File: src/rtl/tcw_pkg.sv
package tcw_pkg;

  localparam int OP_W   = 2;
  localparam int CHAR_W = 8;
  localparam int TERM_W = 2;
  localparam int IDX_W  = 11;
  localparam int POS_W  = 11;

  localparam logic [OP_W-1:0] OP_PUT   = 2'd0;
  localparam logic [OP_W-1:0] OP_CLEAR = 2'd1;
  localparam logic [OP_W-1:0] OP_READ  = 2'd2;

  localparam logic [CHAR_W-1:0] CODE_BS    = 8'h08;
  localparam logic [CHAR_W-1:0] CODE_LF    = 8'h0A;
  localparam logic [CHAR_W-1:0] CODE_CR    = 8'h0D;
  localparam logic [CHAR_W-1:0] CODE_SPACE = 8'h20;
  localparam logic [CHAR_W-1:0] CODE_NUL   = 8'h00;

  typedef enum logic [3:0] {
    S_FETCH, S_PUT, S_SCR_RD, S_SCR_WR, S_FILL, S_CLEAR, S_RD_ISSUE, S_RD_CAP, S_DONE
  } step_t;

  typedef enum logic [2:0] {WS_NONE, WS_PUT, WS_RDATA, WS_ZERO, WS_SPACE} wsrc_t;
  typedef enum logic [1:0] {AS_CNT, AS_CURSOR, AS_SRC, AS_INDEX} asel_t;
  typedef enum logic [1:0] {CNT_HOLD, CNT_CLR, CNT_INC} cnt_op_t;
  typedef enum logic [1:0] {CUR_NONE, CUR_PUT, CUR_HOME} cur_op_t;
  typedef enum logic [2:0] {
    C_ALWAYS, C_DISPATCH, C_SCROLL, C_SCR_END, C_SCREEN_END, C_OUT_FREE
  } cond_t;

  typedef struct packed {
    wsrc_t   wsrc;
    asel_t   asel;
    cnt_op_t cnt_op;
    cur_op_t cur_op;
    logic    latch;
    logic    cap_rd;
    logic    out_load;
    cond_t   cond;
    step_t   t_true;
    step_t   t_false;
  } ctl_t;

  typedef struct packed {
    logic            accept;
    logic [OP_W-1:0] op;
    logic            term_ok;
    logic            idx_ok;
    logic            need_scroll;
    logic            scr_end;
    logic            screen_end;
    logic            out_free;
  } status_t;

  typedef struct packed {
    logic              we;
    logic [CHAR_W-1:0] data;
    logic              scroll;
  } put_t;

  // Microprogram: one control word per step.
  function automatic ctl_t ucode(step_t s);
    ctl_t w;
    unique case (s)
      S_FETCH:    w = '{WS_NONE, AS_CNT, CNT_CLR, CUR_NONE, 1'b1, 1'b0, 1'b0,
                        C_DISPATCH, S_FETCH, S_FETCH};
      S_PUT:      w = '{WS_PUT, AS_CURSOR, CNT_CLR, CUR_PUT, 1'b0, 1'b0, 1'b0,
                        C_SCROLL, S_SCR_RD, S_DONE};
      S_SCR_RD:   w = '{WS_NONE, AS_SRC, CNT_HOLD, CUR_NONE, 1'b0, 1'b0, 1'b0,
                        C_ALWAYS, S_SCR_WR, S_SCR_WR};
      S_SCR_WR:   w = '{WS_RDATA, AS_CNT, CNT_INC, CUR_NONE, 1'b0, 1'b0, 1'b0,
                        C_SCR_END, S_FILL, S_SCR_RD};
      S_FILL:     w = '{WS_ZERO, AS_CNT, CNT_INC, CUR_NONE, 1'b0, 1'b0, 1'b0,
                        C_SCREEN_END, S_DONE, S_FILL};
      S_CLEAR:    w = '{WS_SPACE, AS_CNT, CNT_INC, CUR_HOME, 1'b0, 1'b0, 1'b0,
                        C_SCREEN_END, S_DONE, S_CLEAR};
      S_RD_ISSUE: w = '{WS_NONE, AS_INDEX, CNT_HOLD, CUR_NONE, 1'b0, 1'b0, 1'b0,
                        C_ALWAYS, S_RD_CAP, S_RD_CAP};
      S_RD_CAP:   w = '{WS_NONE, AS_INDEX, CNT_HOLD, CUR_NONE, 1'b0, 1'b1, 1'b0,
                        C_ALWAYS, S_DONE, S_DONE};
      S_DONE:     w = '{WS_NONE, AS_CNT, CNT_HOLD, CUR_NONE, 1'b0, 1'b0, 1'b1,
                        C_OUT_FREE, S_FETCH, S_DONE};
      default:    w = '{WS_NONE, AS_CNT, CNT_HOLD, CUR_NONE, 1'b0, 1'b0, 1'b0,
                        C_ALWAYS, S_FETCH, S_FETCH};
    endcase
    return w;
  endfunction

endpackage

File: src/rtl/tcw_seq.sv
module tcw_seq (
  input  logic             clk,
  input  logic             rst_n,
  input  tcw_pkg::status_t st,
  output tcw_pkg::ctl_t    ctl,
  output tcw_pkg::step_t   step
);

  tcw_pkg::step_t step_r, step_nxt;

  always_ff @(posedge clk) begin
    if (!rst_n) begin
      step_r <= tcw_pkg::S_FETCH;
    end else begin
      step_r <= step_nxt;
    end
  end

  always_comb begin
    ctl = tcw_pkg::ucode(step_r);
    unique case (ctl.cond)
      tcw_pkg::C_ALWAYS: step_nxt = ctl.t_true;
      tcw_pkg::C_DISPATCH: begin
        priority if (!st.accept) begin
          step_nxt = tcw_pkg::S_FETCH;
        end else if (st.term_ok && st.op == tcw_pkg::OP_PUT) begin
          step_nxt = tcw_pkg::S_PUT;
        end else if (st.term_ok && st.op == tcw_pkg::OP_CLEAR) begin
          step_nxt = tcw_pkg::S_CLEAR;
        end else if (st.term_ok && st.idx_ok && st.op == tcw_pkg::OP_READ) begin
          step_nxt = tcw_pkg::S_RD_ISSUE;
        end else begin
          step_nxt = tcw_pkg::S_DONE;
        end
      end
      tcw_pkg::C_SCROLL:     step_nxt = st.need_scroll ? ctl.t_true : ctl.t_false;
      tcw_pkg::C_SCR_END:    step_nxt = st.scr_end ? ctl.t_true : ctl.t_false;
      tcw_pkg::C_SCREEN_END: step_nxt = st.screen_end ? ctl.t_true : ctl.t_false;
      tcw_pkg::C_OUT_FREE:   step_nxt = st.out_free ? ctl.t_true : ctl.t_false;
      default:               step_nxt = tcw_pkg::S_FETCH;
    endcase
  end

  assign step = step_r;

endmodule

File: config.mk
export PLATFORM = sky130hd
export DESIGN_NAME = tcw_seq
export DESIGN_NICKNAME = d
export VERILOG_FILES = /design/src/rtl/tcw_pkg.sv /design/src/rtl/tcw_seq.sv
export SDC_FILE = /design/constraint.sdc
export NUM_CORES = 1
export LEC_CHECK = 0
export BUFFER_PORTS_ARGS = -buffer_cell sky130_fd_sc_hd__buf_2
export CELL_PAD_IN_SITES_DETAIL_PLACEMENT = 1
export CELL_PAD_IN_SITES_GLOBAL_PLACEMENT = 2
export CORE_MARGIN = 4
export CORE_UTILIZATION = 31
export CTS_CLUSTER_SIZE = 28
export DETAILED_ROUTE_END_ITERATION = 8
export GPL_TIMING_DRIVEN = 0
export PLACE_DENSITY = 0.8
export SLEW_MARGIN = 30
export SYNTH_ARGS = -nofsm -noshare
export SYNTH_HDL_FRONTEND = slang
export SYNTH_SLANG_ARGS = --single-unit
File: constraint.sdc
create_clock -name clk -period 2.7 [get_ports clk]
set_input_delay 0.135 -clock clk [delete_from_list [all_inputs] [get_ports clk]]
set_output_delay 0.135 -clock clk [all_outputs]
set_load 0.01 [all_outputs]
# Word-level counts from Yosys, hierarchy flattened
# Memory sizes are Yosys's and may differ from the RTL's. A register that Yosys moved wholly into a read port is not among the register bits.
# Cells that the tools add are included.
# totals
ff_bits	4
romBits	368
in_bits	11
out_inout_bits	27
mem_count	1
# op_classes
eq_ne	7
n_mux	10
reduce_logical	6
# memory_table
memory	depth	word_bits	rd	rd_clocked_by_memory_dff	wr	line_no	source
(no name shown)	16	23	1	1	0	tcw_pkg.sv:64	unique case (s)
# op_table
op	count
two-way mux 4 bit	9
case mux 4 bit (6 select lines)	1
== test 3 x 2 -> 1 bit (second input constant)	2
== test 3 bit (second input constant)	2
logical AND 1 bit	4
== test 3 x 1 -> 1 bit (second input constant)	1
logical NOT 3 bit	1
== test 2 x 1 -> 1 bit (second input constant)	1
== test 2 bit (second input constant)	1
logical NOT 2 bit	1

# Depth between registers and ports, before layout
# logic_depth
word_depth	8
ltp_mapped	10
ltp_nobuf	9

# Least setup slack after synthesis
# OpenSTA, ideal clock, no wires.
# synth_timing
kind	reg-to-reg
startpoint	register, netlist name ctl[9]
endpoint	register, netlist name ctl[3]
arrival_ns	2.170
t_required_ns	2.578
slack_ns	0.408
stages_incl_launch_ff	10
path_buffers	0
cell_sequence	dfxtp_1 -> or3b_1 -> nor2_1 -> a31oi_1 -> a41oi_1 -> inv_1 -> ha_1 -> nand2_1 -> a211oi_1 -> a221o_1
# synth_via
elab_chain_len	3
# synth_lines
item	line_no	source
== test 3 bit (tied with other cells)	tcw_seq.sv:21	unique case (ctl.cond)
case mux 4 bit (6 select lines) *	tcw_seq.sv:21	
two-way mux 4 bit (no line) *	n/a	
# Every way passes the cells marked *; elsewhere a longest branch is shown, timed or not.
# A chain may end at the register's enable or synchronous reset.

# Worst setup path in the final report
# layout_timing
startpoint	register, netlist name ctl[10]
endpoint	register, netlist name ctl[3]
# layout_via
elab_chain_len	3
# layout_lines
item	line_no
== test 3 bit (tied with other cells)	tcw_seq.sv:21
case mux 4 bit (6 select lines) *	tcw_seq.sv:21
two-way mux 4 bit (no line) *	n/a
# Marks and branches as above.

==> impl_metrics.csv <==
group,metric,value,unit
floorplan,dieWidth,75.33,um
finish,fill_cells,516,
global_route,grtUsageTotal,14.83,%
floorplan,io_pins,38,
route,vias_per_cell,5.423,
clock_tree,numCtsBuffers,3,
synth,ys_types,52,
critical_path,cp_cell_sequence,"buf_2, nor3b_1, o211ai_1, a41oi_2, inv_1, ha_1, nand2_1, a211oi_2, a221o_1",
clock_tree,cts_sinks,26,
global_route,grt_use_met3,2.639,%
synth,ys_async_sr_fraction,0,%
critical_path,critPathMaxStageDelay,0.49,ns
floorplan,core,4384,um2
critical_path,r2r-start,"ctl[10]",
critical_path,rrSetupSlack,0.17,ns
pwr,p_leak,0.7923,nW
timing,fin_crit,2.527,ns
finish,layout-drive-gt1-share,32.97,%
critical_path,cp.buffers_inverters,2,
critical_path,reg2reg_depth,9,
worst_hold_path,min_to,"step[0]",
finish,final_cells,234,
route,wl_per_cell,17.28,um
clock_tree,root_buffer,"clkbuf_8",
global_route,grt_util_met1,16.65,%
pwr,ir_worst_vdd,0.3807,mV
route,vias,1269,
route,first_pass_iters,2,
placement,port-buffer-count,35,
critical_path,crit_type,"reg2reg",
clock_tree,cts_hold_buf,0,
timing,worst_slew_pin_slew,0.6504,ns
critical_path,path_delay_family,"compound AO/OA/AOI/OAI gates",
synth,ys.flop_type,"dfxtp_1",
pwr,total_power,0.9228,mW
global_route,grt.busiest_layer,"met2",
floorplan,die_area,5674,um2
synth,netlist_area,1405,um2
global_route,grt_max_degree,16,
critical_path,cp_max_fo,10,
clock_tree,htreeDepth,1,
finish,areaGrowthSynthToFinish,24.40,%
synth,synth_edf_count,0,
flow_run,maxCapViolCount,0,
finish,multi_input_area,825.8,um2
synth,yosys_warnings,0,
finish,diodes,0,
timing,fmax,395.7,MHz
timing,finalCritPeriodShare,93.60,%
synth,yosysSeqAreaShare,37.04,%
route,wirelength,4043,um
placement,gp_congestion,0.7875,
critical_path,setup.worst_path.start_class,"register",
critical_path,timing.rr.end,"ctl[3]",
timing,drv_slew,0,
worst_hold_path,worst_hold_path.num_cells,3,
global_route,grt_pass1_wl,6492,um
worst_hold_path,hold_path.class,"in2reg",
synth,syn-num-nets,158,
synth,yosys_register_bits,26,
clock_tree,clk-insertion-delay-late,0.27,ns
finish,final_nets,200,
timing,final.setup.tns,0,ns
global_route,grt_pass1_vias,1369,
floorplan,row_count,24,
clock_tree,cts_buffer_depth,2,
placement,dp_hpwl,3239,um
synth,synth_area_leader_cell,"dfxtp_1",
route,antenna_left,0,
global_route,antenna_found_initial,0,
critical_path,crit_path_end_kind,"register",
pwr,power_density,528.0,nW/um2
critical_path,worst-path-stages,9,
floorplan,chipHeight,75.33,um
finish,final_area,1748,um2
synth,synthTopCellsByArea,"dfxtp_1 37%, mux2i_1 6.4%, ha_1 5.3%",
synth,yosysTopAreaCellShare,37.04,%
floorplan,start_util,32.05,%
global_route,met2_usage,28.09,%
route,drc_errors,0,
critical_path,slowest_stage,"dfxtp_1",
synth,synthCells,141,
clock_tree,clk_pin_slew,0.09,ns
worst_hold_path,worstHoldStart,"st[5]",
outcome,status,"finished, final reports clean",
timing,relSlewSlack,56.38,%
critical_path,critPathRequiredTime,2.86,ns
timing,final_hold_viol_count,0,
route,first_iter_violations,41,
placement,placed_cells,228,
timing,fin_skew,0.005490,ns
timing,setup_viol,0,
synth,postSynthAreaPerCell,9.965,um2
finish,seqCellArea,520.5,um2
clock_tree,cts_tree,"done",
critical_path,worstPathArrival,2.69,ns
global_route,overflow,0,
placement,place_area,1645,um2
-- synth_stat cells (3+ instances only) --
library cell,count
inv_1,7
nand2_1,4
a22o_1,4
nand3b_1,4
o2bb2ai_1,4
nor2b_1,3
buf_2,3
nand3_1,4
nor2_1,6
dfxtp_1,26
mux2i_1,9
ha_1,6
a21oi_1,4
o21ai_0,3
and2_1,4
o211ai_1,3
-- report_power, final --
part / leakage (nW) / total, mW / internal [mW] / switching (mW)
logic: 0.545 / 0.184 / 0.0785 / 0.105
clock network: 0.0357 / 0.316 / 0.198 / 0.118
registers: 0.211 / 0.423 / 0.405 / 0.0173
total: 0.792 / 0.923 / 0.682 / 0.241
-- logic make-up after synthesis --
family	count (synthesis)	share of synthesized area, %
compound gates	38	23.33
fa+ha+maj	6	5.343
buf+inv	15	5.076
flops	26	37.04
mux	11	8.281
simple gates	45	20.93
-- timing repair --
action,4_1_cts,5_1_grt
resized for setup,1,1
pin swaps,0,1
buffers inserted,0,3
endpoints found under the hold margin,0,0
endpoints found under the setup margin,1,3
-- stage by stage --
step / setup WS [ns] / utilization [%] / hold slack (ns)
2_1_floorplan: 0.4076 / - / 0.3480
3_3_place_gp: -0.006735 / 37.53 / 0.5308
3_5_place_dp: -0.08850 / 37.53 / 0.5321
4_1_cts: 0.07983 / 39.33 / 0.2846
5_1_grt: -0.04510 / 39.87 / 0.2956
6_report: 0.1727 / 39.87 / 0.2869
-- worst reg2reg max path, delay by kind of cell, from the launching register on --
family                     cells  cell delay, ns
DFF                            1            0.49
and+or+nand+nor                2            0.36
buffers and inverters          2            0.42
adders and majority gates      1            0.25
AOI/OAI and AO/OA              4            0.91
-- placed cells by master, fill, tap and decap left out, types with 3 or more instances in the layout --
cell	n
a22o_1	4
mux2i_1	9
a21oi_1	4
and2_1	4
inv_1	7
o2bb2ai_1	4
dfxtp_1	26
buf_2	38
ha_1	6
buf_4	4
nor2_1	6
nand2_1	4
nor2b_1	3
nand3b_1	4
nand3_1	4
o211ai_1	3
clkbuf_8	3
o21ai_0	3
-- area by class of cell --
cell class,count,area share (%)
repair buffers,38,11.31
well taps,52,3.722
multi-input cells,100,47.24
plain buffers,7,2.362
clock buffers,3,2.362
inverters,7,1.503
clock inverters,1,1.718
flip-flops and latches,26,29.78
-- flip-flops by register name, summed over array words and instances, names as in the netlist --
name,flops
step,4
ctl,22
-- per-layer routing --
metal	wire, um	share of wire [%]
met3	199	4.9
met5	0	0
met2	2100	52
met4	97	2.4
met1	1645	41
-- how the worst max path moves through the flow --
stage                     slack [ns]    start      to
after detailed placement       -0.09  ctl[10]  ctl[3]
after global routing           -0.05  ctl[10]  ctl[3]
after global placement        -0.007  ctl[10]  ctl[3]
after floorplan                 0.41   ctl[9]  ctl[3]
after CTS                       0.08  ctl[10]  ctl[3]
final                           0.17  ctl[10]  ctl[3]
No activity file was read; power rests on OpenSTA's default activity.
