### src/rtl/tcw_pkg.sv
package tcw_pkg;

  localparam int OP_W   = 2;
  localparam int CHAR_W = 8;
  localparam int TERM_W = 2;
  localparam int IDX_W  = 11;
  localparam int POS_W  = 11;

  localparam logic [OP_W-1:0] OP_PUT   = 2'd0;
  localparam logic [OP_W-1:0] OP_CLEAR = 2'd1;
  localparam logic [OP_W-1:0] OP_READ  = 2'd2;

  localparam logic [CHAR_W-1:0] CODE_BS    = 8'h08;
  localparam logic [CHAR_W-1:0] CODE_LF    = 8'h0A;
  localparam logic [CHAR_W-1:0] CODE_CR    = 8'h0D;
  localparam logic [CHAR_W-1:0] CODE_SPACE = 8'h20;
  localparam logic [CHAR_W-1:0] CODE_NUL   = 8'h00;

  typedef enum logic [3:0] {
    S_FETCH, S_PUT, S_SCR_RD, S_SCR_WR, S_FILL, S_CLEAR, S_RD_ISSUE, S_RD_CAP, S_DONE
  } step_t;

  typedef enum logic [2:0] {WS_NONE, WS_PUT, WS_RDATA, WS_ZERO, WS_SPACE} wsrc_t;
  typedef enum logic [1:0] {AS_CNT, AS_CURSOR, AS_SRC, AS_INDEX} asel_t;
  typedef enum logic [1:0] {CNT_HOLD, CNT_CLR, CNT_INC} cnt_op_t;
  typedef enum logic [1:0] {CUR_NONE, CUR_PUT, CUR_HOME} cur_op_t;
  typedef enum logic [2:0] {
    C_ALWAYS, C_DISPATCH, C_SCROLL, C_SCR_END, C_SCREEN_END, C_OUT_FREE
  } cond_t;

  typedef struct packed {
    wsrc_t   wsrc;
    asel_t   asel;
    cnt_op_t cnt_op;
    cur_op_t cur_op;
    logic    latch;
    logic    cap_rd;
    logic    out_load;
    cond_t   cond;
    step_t   t_true;
    step_t   t_false;
  } ctl_t;

  typedef struct packed {
    logic            accept;
    logic [OP_W-1:0] op;
    logic            term_ok;
    logic            idx_ok;
    logic            need_scroll;
    logic            scr_end;
    logic            screen_end;
    logic            out_free;
  } status_t;

  typedef struct packed {
    logic              we;
    logic [CHAR_W-1:0] data;
    logic              scroll;
  } put_t;

  // Microprogram: one control word per step.
  function automatic ctl_t ucode(step_t s);
    ctl_t w;
    unique case (s)
      S_FETCH:    w = '{WS_NONE, AS_CNT, CNT_CLR, CUR_NONE, 1'b1, 1'b0, 1'b0,
                        C_DISPATCH, S_FETCH, S_FETCH};
      S_PUT:      w = '{WS_PUT, AS_CURSOR, CNT_CLR, CUR_PUT, 1'b0, 1'b0, 1'b0,
                        C_SCROLL, S_SCR_RD, S_DONE};
      S_SCR_RD:   w = '{WS_NONE, AS_SRC, CNT_HOLD, CUR_NONE, 1'b0, 1'b0, 1'b0,
                        C_ALWAYS, S_SCR_WR, S_SCR_WR};
      S_SCR_WR:   w = '{WS_RDATA, AS_CNT, CNT_INC, CUR_NONE, 1'b0, 1'b0, 1'b0,
                        C_SCR_END, S_FILL, S_SCR_RD};
      S_FILL:     w = '{WS_ZERO, AS_CNT, CNT_INC, CUR_NONE, 1'b0, 1'b0, 1'b0,
                        C_SCREEN_END, S_DONE, S_FILL};
      S_CLEAR:    w = '{WS_SPACE, AS_CNT, CNT_INC, CUR_HOME, 1'b0, 1'b0, 1'b0,
                        C_SCREEN_END, S_DONE, S_CLEAR};
      S_RD_ISSUE: w = '{WS_NONE, AS_INDEX, CNT_HOLD, CUR_NONE, 1'b0, 1'b0, 1'b0,
                        C_ALWAYS, S_RD_CAP, S_RD_CAP};
      S_RD_CAP:   w = '{WS_NONE, AS_INDEX, CNT_HOLD, CUR_NONE, 1'b0, 1'b1, 1'b0,
                        C_ALWAYS, S_DONE, S_DONE};
      S_DONE:     w = '{WS_NONE, AS_CNT, CNT_HOLD, CUR_NONE, 1'b0, 1'b0, 1'b1,
                        C_OUT_FREE, S_FETCH, S_DONE};
      default:    w = '{WS_NONE, AS_CNT, CNT_HOLD, CUR_NONE, 1'b0, 1'b0, 1'b0,
                        C_ALWAYS, S_FETCH, S_FETCH};
    endcase
    return w;
  endfunction

endpackage

### src/rtl/tcw_cursor.sv
module tcw_cursor #(
  parameter int COLUMNS   = 80,
  parameter int ROWS      = 25,
  parameter int TERMINALS = 3,
  parameter int CW        = 11
) (
  input  logic                        clk,
  input  logic                        rst_n,
  input  logic [tcw_pkg::TERM_W-1:0]  term,
  input  logic [tcw_pkg::TERM_W-1:0]  view,
  input  logic [tcw_pkg::CHAR_W-1:0]  char_code,
  input  tcw_pkg::cur_op_t            cur_op,
  output tcw_pkg::put_t               put,
  output logic [CW-1:0]               wr_off,
  output logic [tcw_pkg::POS_W-1:0]   pos
);

  localparam int COLW = $clog2(COLUMNS);
  localparam int ROWW = (ROWS > 1) ? $clog2(ROWS) : 1;
  localparam int TIW  = (TERMINALS > 1) ? $clog2(TERMINALS) : 1;

  logic [COLW-1:0] col_r [TERMINALS];
  logic [ROWW-1:0] row_r [TERMINALS];

  logic [TIW-1:0]  ti, vi;
  logic [COLW-1:0] c, nc, wcol;
  logic [ROWW-1:0] r, nr, wrow;
  logic [COLW:0]   col_inc;
  logic [ROWW:0]   row_inc, nr_w;
  logic            is_bs, is_nl;
  logic [CW-1:0]   view_lin;

  assign ti = term[TIW-1:0];
  assign vi = view[TIW-1:0];
  assign c  = col_r[ti];
  assign r  = row_r[ti];
  assign col_inc = {1'b0, c} + 1'b1;
  assign row_inc = {1'b0, r} + 1'b1;
  assign is_bs = (char_code == tcw_pkg::CODE_BS);
  assign is_nl = (char_code == tcw_pkg::CODE_LF) || (char_code == tcw_pkg::CODE_CR);

  always_comb begin
    nc       = c;
    nr_w     = {1'b0, r};
    put.we   = 1'b0;
    put.data = char_code;
    wrow     = r;
    wcol     = c;
    if (is_bs) begin
      if (c != '0 || r != '0) begin
        put.we   = 1'b1;
        put.data = tcw_pkg::CODE_SPACE;
        if (c != '0) begin
          nc = c - 1'b1;
        end else begin
          nr_w = {1'b0, r - 1'b1};
          nc   = COLW'(COLUMNS - 1);
        end
        wrow = nr_w[ROWW-1:0];
        wcol = nc;
      end
    end else if (is_nl) begin
      nr_w = row_inc;
      nc   = '0;
    end else begin
      put.we = 1'b1;
      if (col_inc == (COLW+1)'(COLUMNS)) begin
        nc   = '0;
        nr_w = row_inc;
      end else begin
        nc = col_inc[COLW-1:0];
      end
    end
    put.scroll = (nr_w == (ROWW+1)'(ROWS));
    if (put.scroll) begin
      nr = ROWW'(ROWS - 1);
      nc = '0;
    end else begin
      nr = nr_w[ROWW-1:0];
    end
  end

  assign wr_off   = CW'(wrow) * CW'(COLUMNS) + CW'(wcol);
  assign view_lin = CW'(row_r[vi]) * CW'(COLUMNS) + CW'(col_r[vi]);
  assign pos      = (int'(view) < TERMINALS) ? tcw_pkg::POS_W'(view_lin) : '0;

  always_ff @(posedge clk) begin
    if (!rst_n) begin
      for (int i = 0; i < TERMINALS; i++) begin
        col_r[i] <= '0;
        row_r[i] <= '0;
      end
    end else begin
      unique case (cur_op)
        tcw_pkg::CUR_PUT: begin
          col_r[ti] <= nc;
          row_r[ti] <= nr;
        end
        tcw_pkg::CUR_HOME: begin
          col_r[ti] <= '0;
          row_r[ti] <= '0;
        end
        default: ;
      endcase
    end
  end

endmodule

### config.mk
export PLATFORM = sky130hd
export DESIGN_NAME = tcw_cursor
export DESIGN_NICKNAME = d
export VERILOG_FILES = /design/src/rtl/tcw_pkg.sv /design/src/rtl/tcw_cursor.sv
export SDC_FILE = /design/constraint.sdc
export NUM_CORES = 1
export LEC_CHECK = 0
export BUFFER_PORTS_ARGS = -buffer_cell sky130_fd_sc_hd__buf_2
export CAP_MARGIN = 40
export CORE_MARGIN = 5
export CORE_UTILIZATION = 42
export DETAILED_ROUTE_END_ITERATION = 16
export SYNTH_ARGS = -nofsm -noshare
export SYNTH_HDL_FRONTEND = slang
export SYNTH_SLANG_ARGS = --single-unit
### constraint.sdc
create_clock -name clk -period 12.8 [get_ports clk]
set_input_delay 2.56 -clock clk [delete_from_list [all_inputs] [get_ports clk]]
set_output_delay 2.56 -clock clk [all_outputs]
set_load 0.05 [all_outputs]
## Word-level counts from Yosys, hierarchy flattened

Memory sizes are Yosys's and may differ from the RTL's.
Cells that the tools add are included.

- Div/mod/pow operators: 0
- Magnitude comparators: 1
- Equality and inequality tests: 7
- $add $sub $neg: 6
- Bitwise logic cells: 2
- Mux-type cells: 35
- Reduce and logical (&&, ||, !) cells: 6
- $mul: 2
- Shifts and indexed selects: 0

Operator list:

| operator | count |
|---|---|
| two-way mux 7 bit | 9 |
| two-way mux 5 bit | 7 |
| == test 8 x 4 -> 1 bit, second input constant | 3 |
| adder 11 x 7 -> 11 bit | 2 |
| two-way mux 6 bit | 3 |
| multiplier 5 x 3 -> 7 bit, second input constant | 2 |
| two-way mux 1 bit | 11 |
| two-way mux 11 bit | 1 |
| two-way mux 9 bit | 1 |
| adder 7 x 1 -> 8 bit, second input constant | 1 |
| == test 8 x 7 -> 1 bit, second input constant | 1 |
| two-way mux 8 bit | 1 |
| nonzero test 7 bit | 1 |
| OR reduction 7 bit | 1 |
| subtractor 7 x 1 -> 7 bit, second input constant | 1 |
| adder 5 x 1 -> 6 bit, second input constant | 1 |
| == test 6 x 5 -> 1 bit, second input constant | 1 |
| nonzero test 5 bit | 1 |
| OR reduction 5 bit | 1 |
| subtractor 5 x 1 -> 5 bit, second input constant | 1 |
| two-way mux 2 bit | 2 |
| == test 2 x 1 -> 1 bit, second input constant | 1 |
| == test 2 bit, second input constant | 1 |
| logical OR 1 bit | 2 |
| other kinds (2) | 3 |

- Latch bits: 0
- Register bits after elaboration: 0
- Logic and storage cells: 61
- Bits in writable memories: 36
- ROM bits: 0
- Memories: 2
- Input port bits: 16

Memory list:

| memory | words | bits a word | read ports | clocked after memory_dff | wr ports | RTL line | text |
|---|---|---|---|---|---|---|---|
| col_r | 3 | 7 | 2 | 0 | 3 | tcw_cursor.sv:22 | `logic [COLW-1:0] col_r [TERMINALS];` |
| row_r | 3 | 5 | 2 | 0 | 3 | tcw_cursor.sv:23 | `logic [ROWW-1:0] row_r [TERMINALS];` |

## Logic depth before layout (Yosys ltp)

An unclocked memory read counts as a cell.

- Word-level depth: 10
- Gate-level depth with buffers: 20
- Gate-level depth less buffers: 17

## Least setup slack after synthesis

OpenSTA, ideal clock, no wires.

- Kind: input-to-output
- From: input term[1] (netlist bit)
- To: output wr_off[10]
- Arrival: 7437 ps
- Slack: 2803 ps
- Cell stages on the path: 20
- Cell sequence: clkbuf_1 buf_1 mux4_2 inv_1 ha_1 inv_1 nor4_2 and3_1 clkbuf_1 nand2b_1 nand2_1 o21ai_0 ha_1 inv_1 fa_1 nor2b_1 o21ai_0 or3b_2 xor2_1 xnor2_1

- Cells in the longest elaborated chain, start to end: 7
- Elaborated cells on any way between the ends: 15

RTL lines:

| element | RTL line | text |
|---|---|---|
| from (decl) | tcw_cursor.sv:9 | `input logic [tcw_pkg::TERM_W-1:0] term,` |
| memory (3 x 5 bit) / memory (3 x 7 bit) (equally long branches) | -- |  |
| subtractor 5 x 1 -> 5 bit (tied with other cells) | tcw_cursor.sv:56 | `nr_w = {1'b0, r - 1'b1};` |
| two-way mux 5 bit / logical OR 1 bit (equally long branches) | tcw_cursor.sv:53, tcw_cursor.sv:50 |  |
| two-way mux 5 bit | tcw_cursor.sv:50 | `if (c != '0 \|\| r != '0) begin` |
| two-way mux 5 bit | tcw_cursor.sv:49 | `if (is_bs) begin` |
| multiplier 5 x 3 -> 7 bit | tcw_cursor.sv:83 | `assign wr_off = CW'(wrow) * CW'(COLUMNS) + CW'(wcol);` |
| adder 11 x 7 -> 11 bit (*) | tcw_cursor.sv:83 |  |
| to (decl) | tcw_cursor.sv:14 | `output logic [CW-1:0] wr_off,` |

Mark *: on every way between the ends. The rest lies on a longest branch, timed or not.

## Final worst setup path

- From: input term[0] (netlist bit)
- To: output wr_off[10]

The elaborated chain is that of the path after synthesis.

==> metrics.txt <==
Syn Nets 434; fraction of synthesized area in multiplexers 0.134; TritonCTS clock tree yes; leading cell types by count after synthesis sky130_fd_sc_hd__edfxtp_1 (48), sky130_fd_sc_hd__nor3_1 (36), sky130_fd_sc_hd__nor2_1 (33); simple-gate share of the synthesized area 0.204; flip-flop and latch count after synthesis between 40 and 50; Starting DRT DRC Count 183; Worst-path clk slew 0.08 ns; gp weighted congestion 0.861; Nets about 460; clock latency on the worst-skew pair ~0.30 ns; hold violation total from the final report 0; post-cts hold buffer count 0; average routed wire per standard cell 18.3 um; cell family contributing the most delay on the critical path simple AND/OR/NAND/NOR gates; CP Data Arrival Time 7.49 ns; Clock Tree Buf Depth 2; most used flip-flop cell after synthesis sky130_fd_sc_hd__edfxtp_1; CP bufs+invs 2; initial antenna violation count 0; DIE WIDTH 107 um; vias per cell 5.82; CP max FO 17; setup skew after layout approximately 0.0060 ns; category of the worst setup path capture point output port; Max-Cap Viols 0; final setup TNS 0 ns; Sinks on Clock Net 48; first-pass iteration count of the detailed router 6; number of enable-type register cells in the synthesized netlist 48; gr ovfl total 0; outcome complete, no violations; cell with the most instances after synthesis sky130_fd_sc_hd__edfxtp_1; Synth Area in Compound Gates 0.110; I/O pin count 48; Req. time, crit path 10.24 ns; Setup WS post-layout 2.75 ns; number of gates resized after CTS 0; FILL cells 879; area of the core region between 9000 and 10000 um^2; TritonCTS Buffers 5; via count of the first global-routing pass 3057; unrepaired setup endpoints after global routing false; final routed wirelength across all metal layers 9.74 mm; fraction of the mapped netlist area in adder cells 0.0929; number of endpoints failing setup at the final stage 0; area enclosed by the die boundary around 11000 um^2; distinct cell type count after synthesis 54; Net Sw Frac 0.408; buffers added on ports 47; xor and xnor fraction of the mapped netlist area 0.0464; FMAX 99.5 MHz; maximum vdd drop 0.0629 mV; count of warnings emitted by yosys 0; cell chosen for the clock root sky130_fd_sc_hd__clkbuf_8; Post-Syn Area 3960 um^2; signed area change from the synthesized netlist to the final layout 8.75%; post-synth top area share 0.364; switching power total 0.195 mW; Synth Instances 391; worst setup path class in2out; first-pass GRT wire length 15.8 mm; Slowest Stage Delay on Critical Path around 0.7 ns; number of antenna cells inserted 0; critical-path cell with the highest stage delay sky130_fd_sc_hd__mux4_2; effective utilization at floorplan 0.431; power share of the sequential group 0.387; main combinational cell family by area after synthesis simple AND/OR/NAND/NOR gates; cells traversed along the worst timing path buf_2 -> mux4_2 -> or4_1 -> or4_1 -> o21ai_0 -> ha_1 -> ha_1 -> fa_1 -> xnor2_1 -> or3b_2 -> xor2_1 -> xnor2_1 -> buf_2; CTS H-tree depth 2; post-layout util 0.468; combinational share of power 0.434; pin count of the biggest net entering global routing 34; transition at the pin with the smallest max-transition slack a little under 0.9 ns; internal power 0.283 mW; Synth area leader sky130_fd_sc_hd__edfxtp_1; Max transition margin 0.410; Setup WS pre-CTS between 2 and 3 ns; Seq/Total Area, Yosys 0.364; number of nets still failing antenna checks after routing 0; share of total power in the clock network 0.179; post-detailed-placement half-perimeter wirelength 7.22 mm; Vias 3104; leakage dissipation 1.72 nW; global-route usage over all layers 0.174; Post-route DRC 0; synthesized area per cell 10.1 um^2; final worst path period share 0.785; number of max-slew violations in the final report 0; minimum period implied by the final worst setup slack 10.05 ns; areal power density over the cells 111 nW/um^2; setup bufs post-CTS 0; leading post-synthesis cells by cell area sky130_fd_sc_hd__edfxtp_1 (36%), sky130_fd_sc_hd__mux4_2 (11%), sky130_fd_sc_hd__ha_1 (7.3%), sky130_fd_sc_hd__nor3_1 (4.5%), sky130_fd_sc_hd__nor2_1 (3.1%); layout cells sized above 1 0.192; class of the worst hold path reg2reg; die height ~110 um; startpoint type of the worst setup path input port; row count 35; proportion of synthesized flip-flops having asynchronous set or reset 0
## per-stage QoR
stage | power [mW] | hold WS, ns | instance area [um^2] | cells
6_report | 0.478 | 1.14 | 4310 | 533
5_1_grt | 0.506 | 1.21 | 4310 | 533
3_3_place_gp | 0.395 | 1.13 | 4220 | 524
4_1_cts | 0.481 | 1.15 | 4310 | 533
3_5_place_dp | 0.397 | 1.14 | 4230 | 525
2_1_floorplan | 0.353 | 0.956 | 3960 | 391
## area by class of cell
cell class	count	area, um^2	share of cell area
repair buffers	50	262	0.0607
inverters	16	60.1	0.0139
clock buffers	7	76.3	0.0177
multi-input cells	300	2320	0.540
clock inverters	1	3.75	0.000872
flip-flops and latches	48	1440	0.335
well taps	111	139	0.0322
## flip-flops by register name, indices dropped and copies added, names as in the netlist
register / count
col_r: 28
row_r: 20
## worst paths after layout
check	startpoint	endpoint	slack, ns	depth (start not counted)
setup / recovery	term[0]	wr_off[10]	2.75	13
hold / removal	row_r[2][4]	row_r[3][4]	1.14	4
hold reg to reg	row_r[2][4]	row_r[3][4]	1.14	4
setup reg to reg	row_r[2][0]	col_r[0][2]	9.03	12
## power by group through the flow
stage	Sequential [mW]	Clock, mW	Combinational, mW
detailed placement	0.189	0	0.208
finish	0.185	0.0854	0.207
floorplan	0.187	0	0.166
CTS	0.185	0.0868	0.209
global placement	0.188	0	0.206
global route	0.186	0.0936	0.226
## cell usage in the layout (no fill, tap or decap), types with 5 or more instances in the layout
master	instances
sky130_fd_sc_hd__edfxtp_1	48
sky130_fd_sc_hd__buf_2	47
sky130_fd_sc_hd__nor3_1	36
sky130_fd_sc_hd__nor2_1	33
sky130_fd_sc_hd__nand2_1	32
sky130_fd_sc_hd__ha_1	23
sky130_fd_sc_hd__o21ai_0	21
sky130_fd_sc_hd__a21oi_1	21
sky130_fd_sc_hd__mux4_2	20
sky130_fd_sc_hd__inv_1	16
sky130_fd_sc_hd__xnor2_1	12
sky130_fd_sc_hd__nand3_1	11
sky130_fd_sc_hd__xor2_1	9
sky130_fd_sc_hd__mux2i_1	8
sky130_fd_sc_hd__nand2b_1	7
sky130_fd_sc_hd__a21o_1	6
sky130_fd_sc_hd__nor2b_1	5
sky130_fd_sc_hd__clkbuf_8	5
## kinds of logic (layout without fill, tap and decap cells)
kind of cell	Yosys count	after routing
XOR/XNOR	21	21
buffers and inverters	43	74
AND/OR/NAND/NOR	154	154
AO/OA/AOI/OAI	70	70
adder cells (fa/ha/maj)	27	27
flip-flops	48	48
multiplexers	28	28
## layer usage
| metal | routed length [um] | GRT usage |
|---|---|---|
| met3 | 507 | 0.0211 |
| met4 | 145 | 0.0502 |
| met1 | 4340 | 0.231 |
| met2 | 4740 | 0.298 |
| met5 | 0 | 0 |
## worst register-to-register path, stage by stage (launching register included)
cell and delay, ns:
sky130_fd_sc_hd__edfxtp_1 0.40, sky130_fd_sc_hd__mux4_2 0.56, sky130_fd_sc_hd__inv_1 0.15, sky130_fd_sc_hd__ha_1 0.19, sky130_fd_sc_hd__inv_1 0.06, sky130_fd_sc_hd__nor4_2 0.59, sky130_fd_sc_hd__or3_1 0.28, sky130_fd_sc_hd__nand4_1 0.18
sky130_fd_sc_hd__nand2_1 0.16, sky130_fd_sc_hd__a31oi_1 0.15, sky130_fd_sc_hd__nor4b_4 0.29, sky130_fd_sc_hd__buf_4 0.37, sky130_fd_sc_hd__nor3_1 0.13
Note: power is estimated with default switching activity, not from simulation.
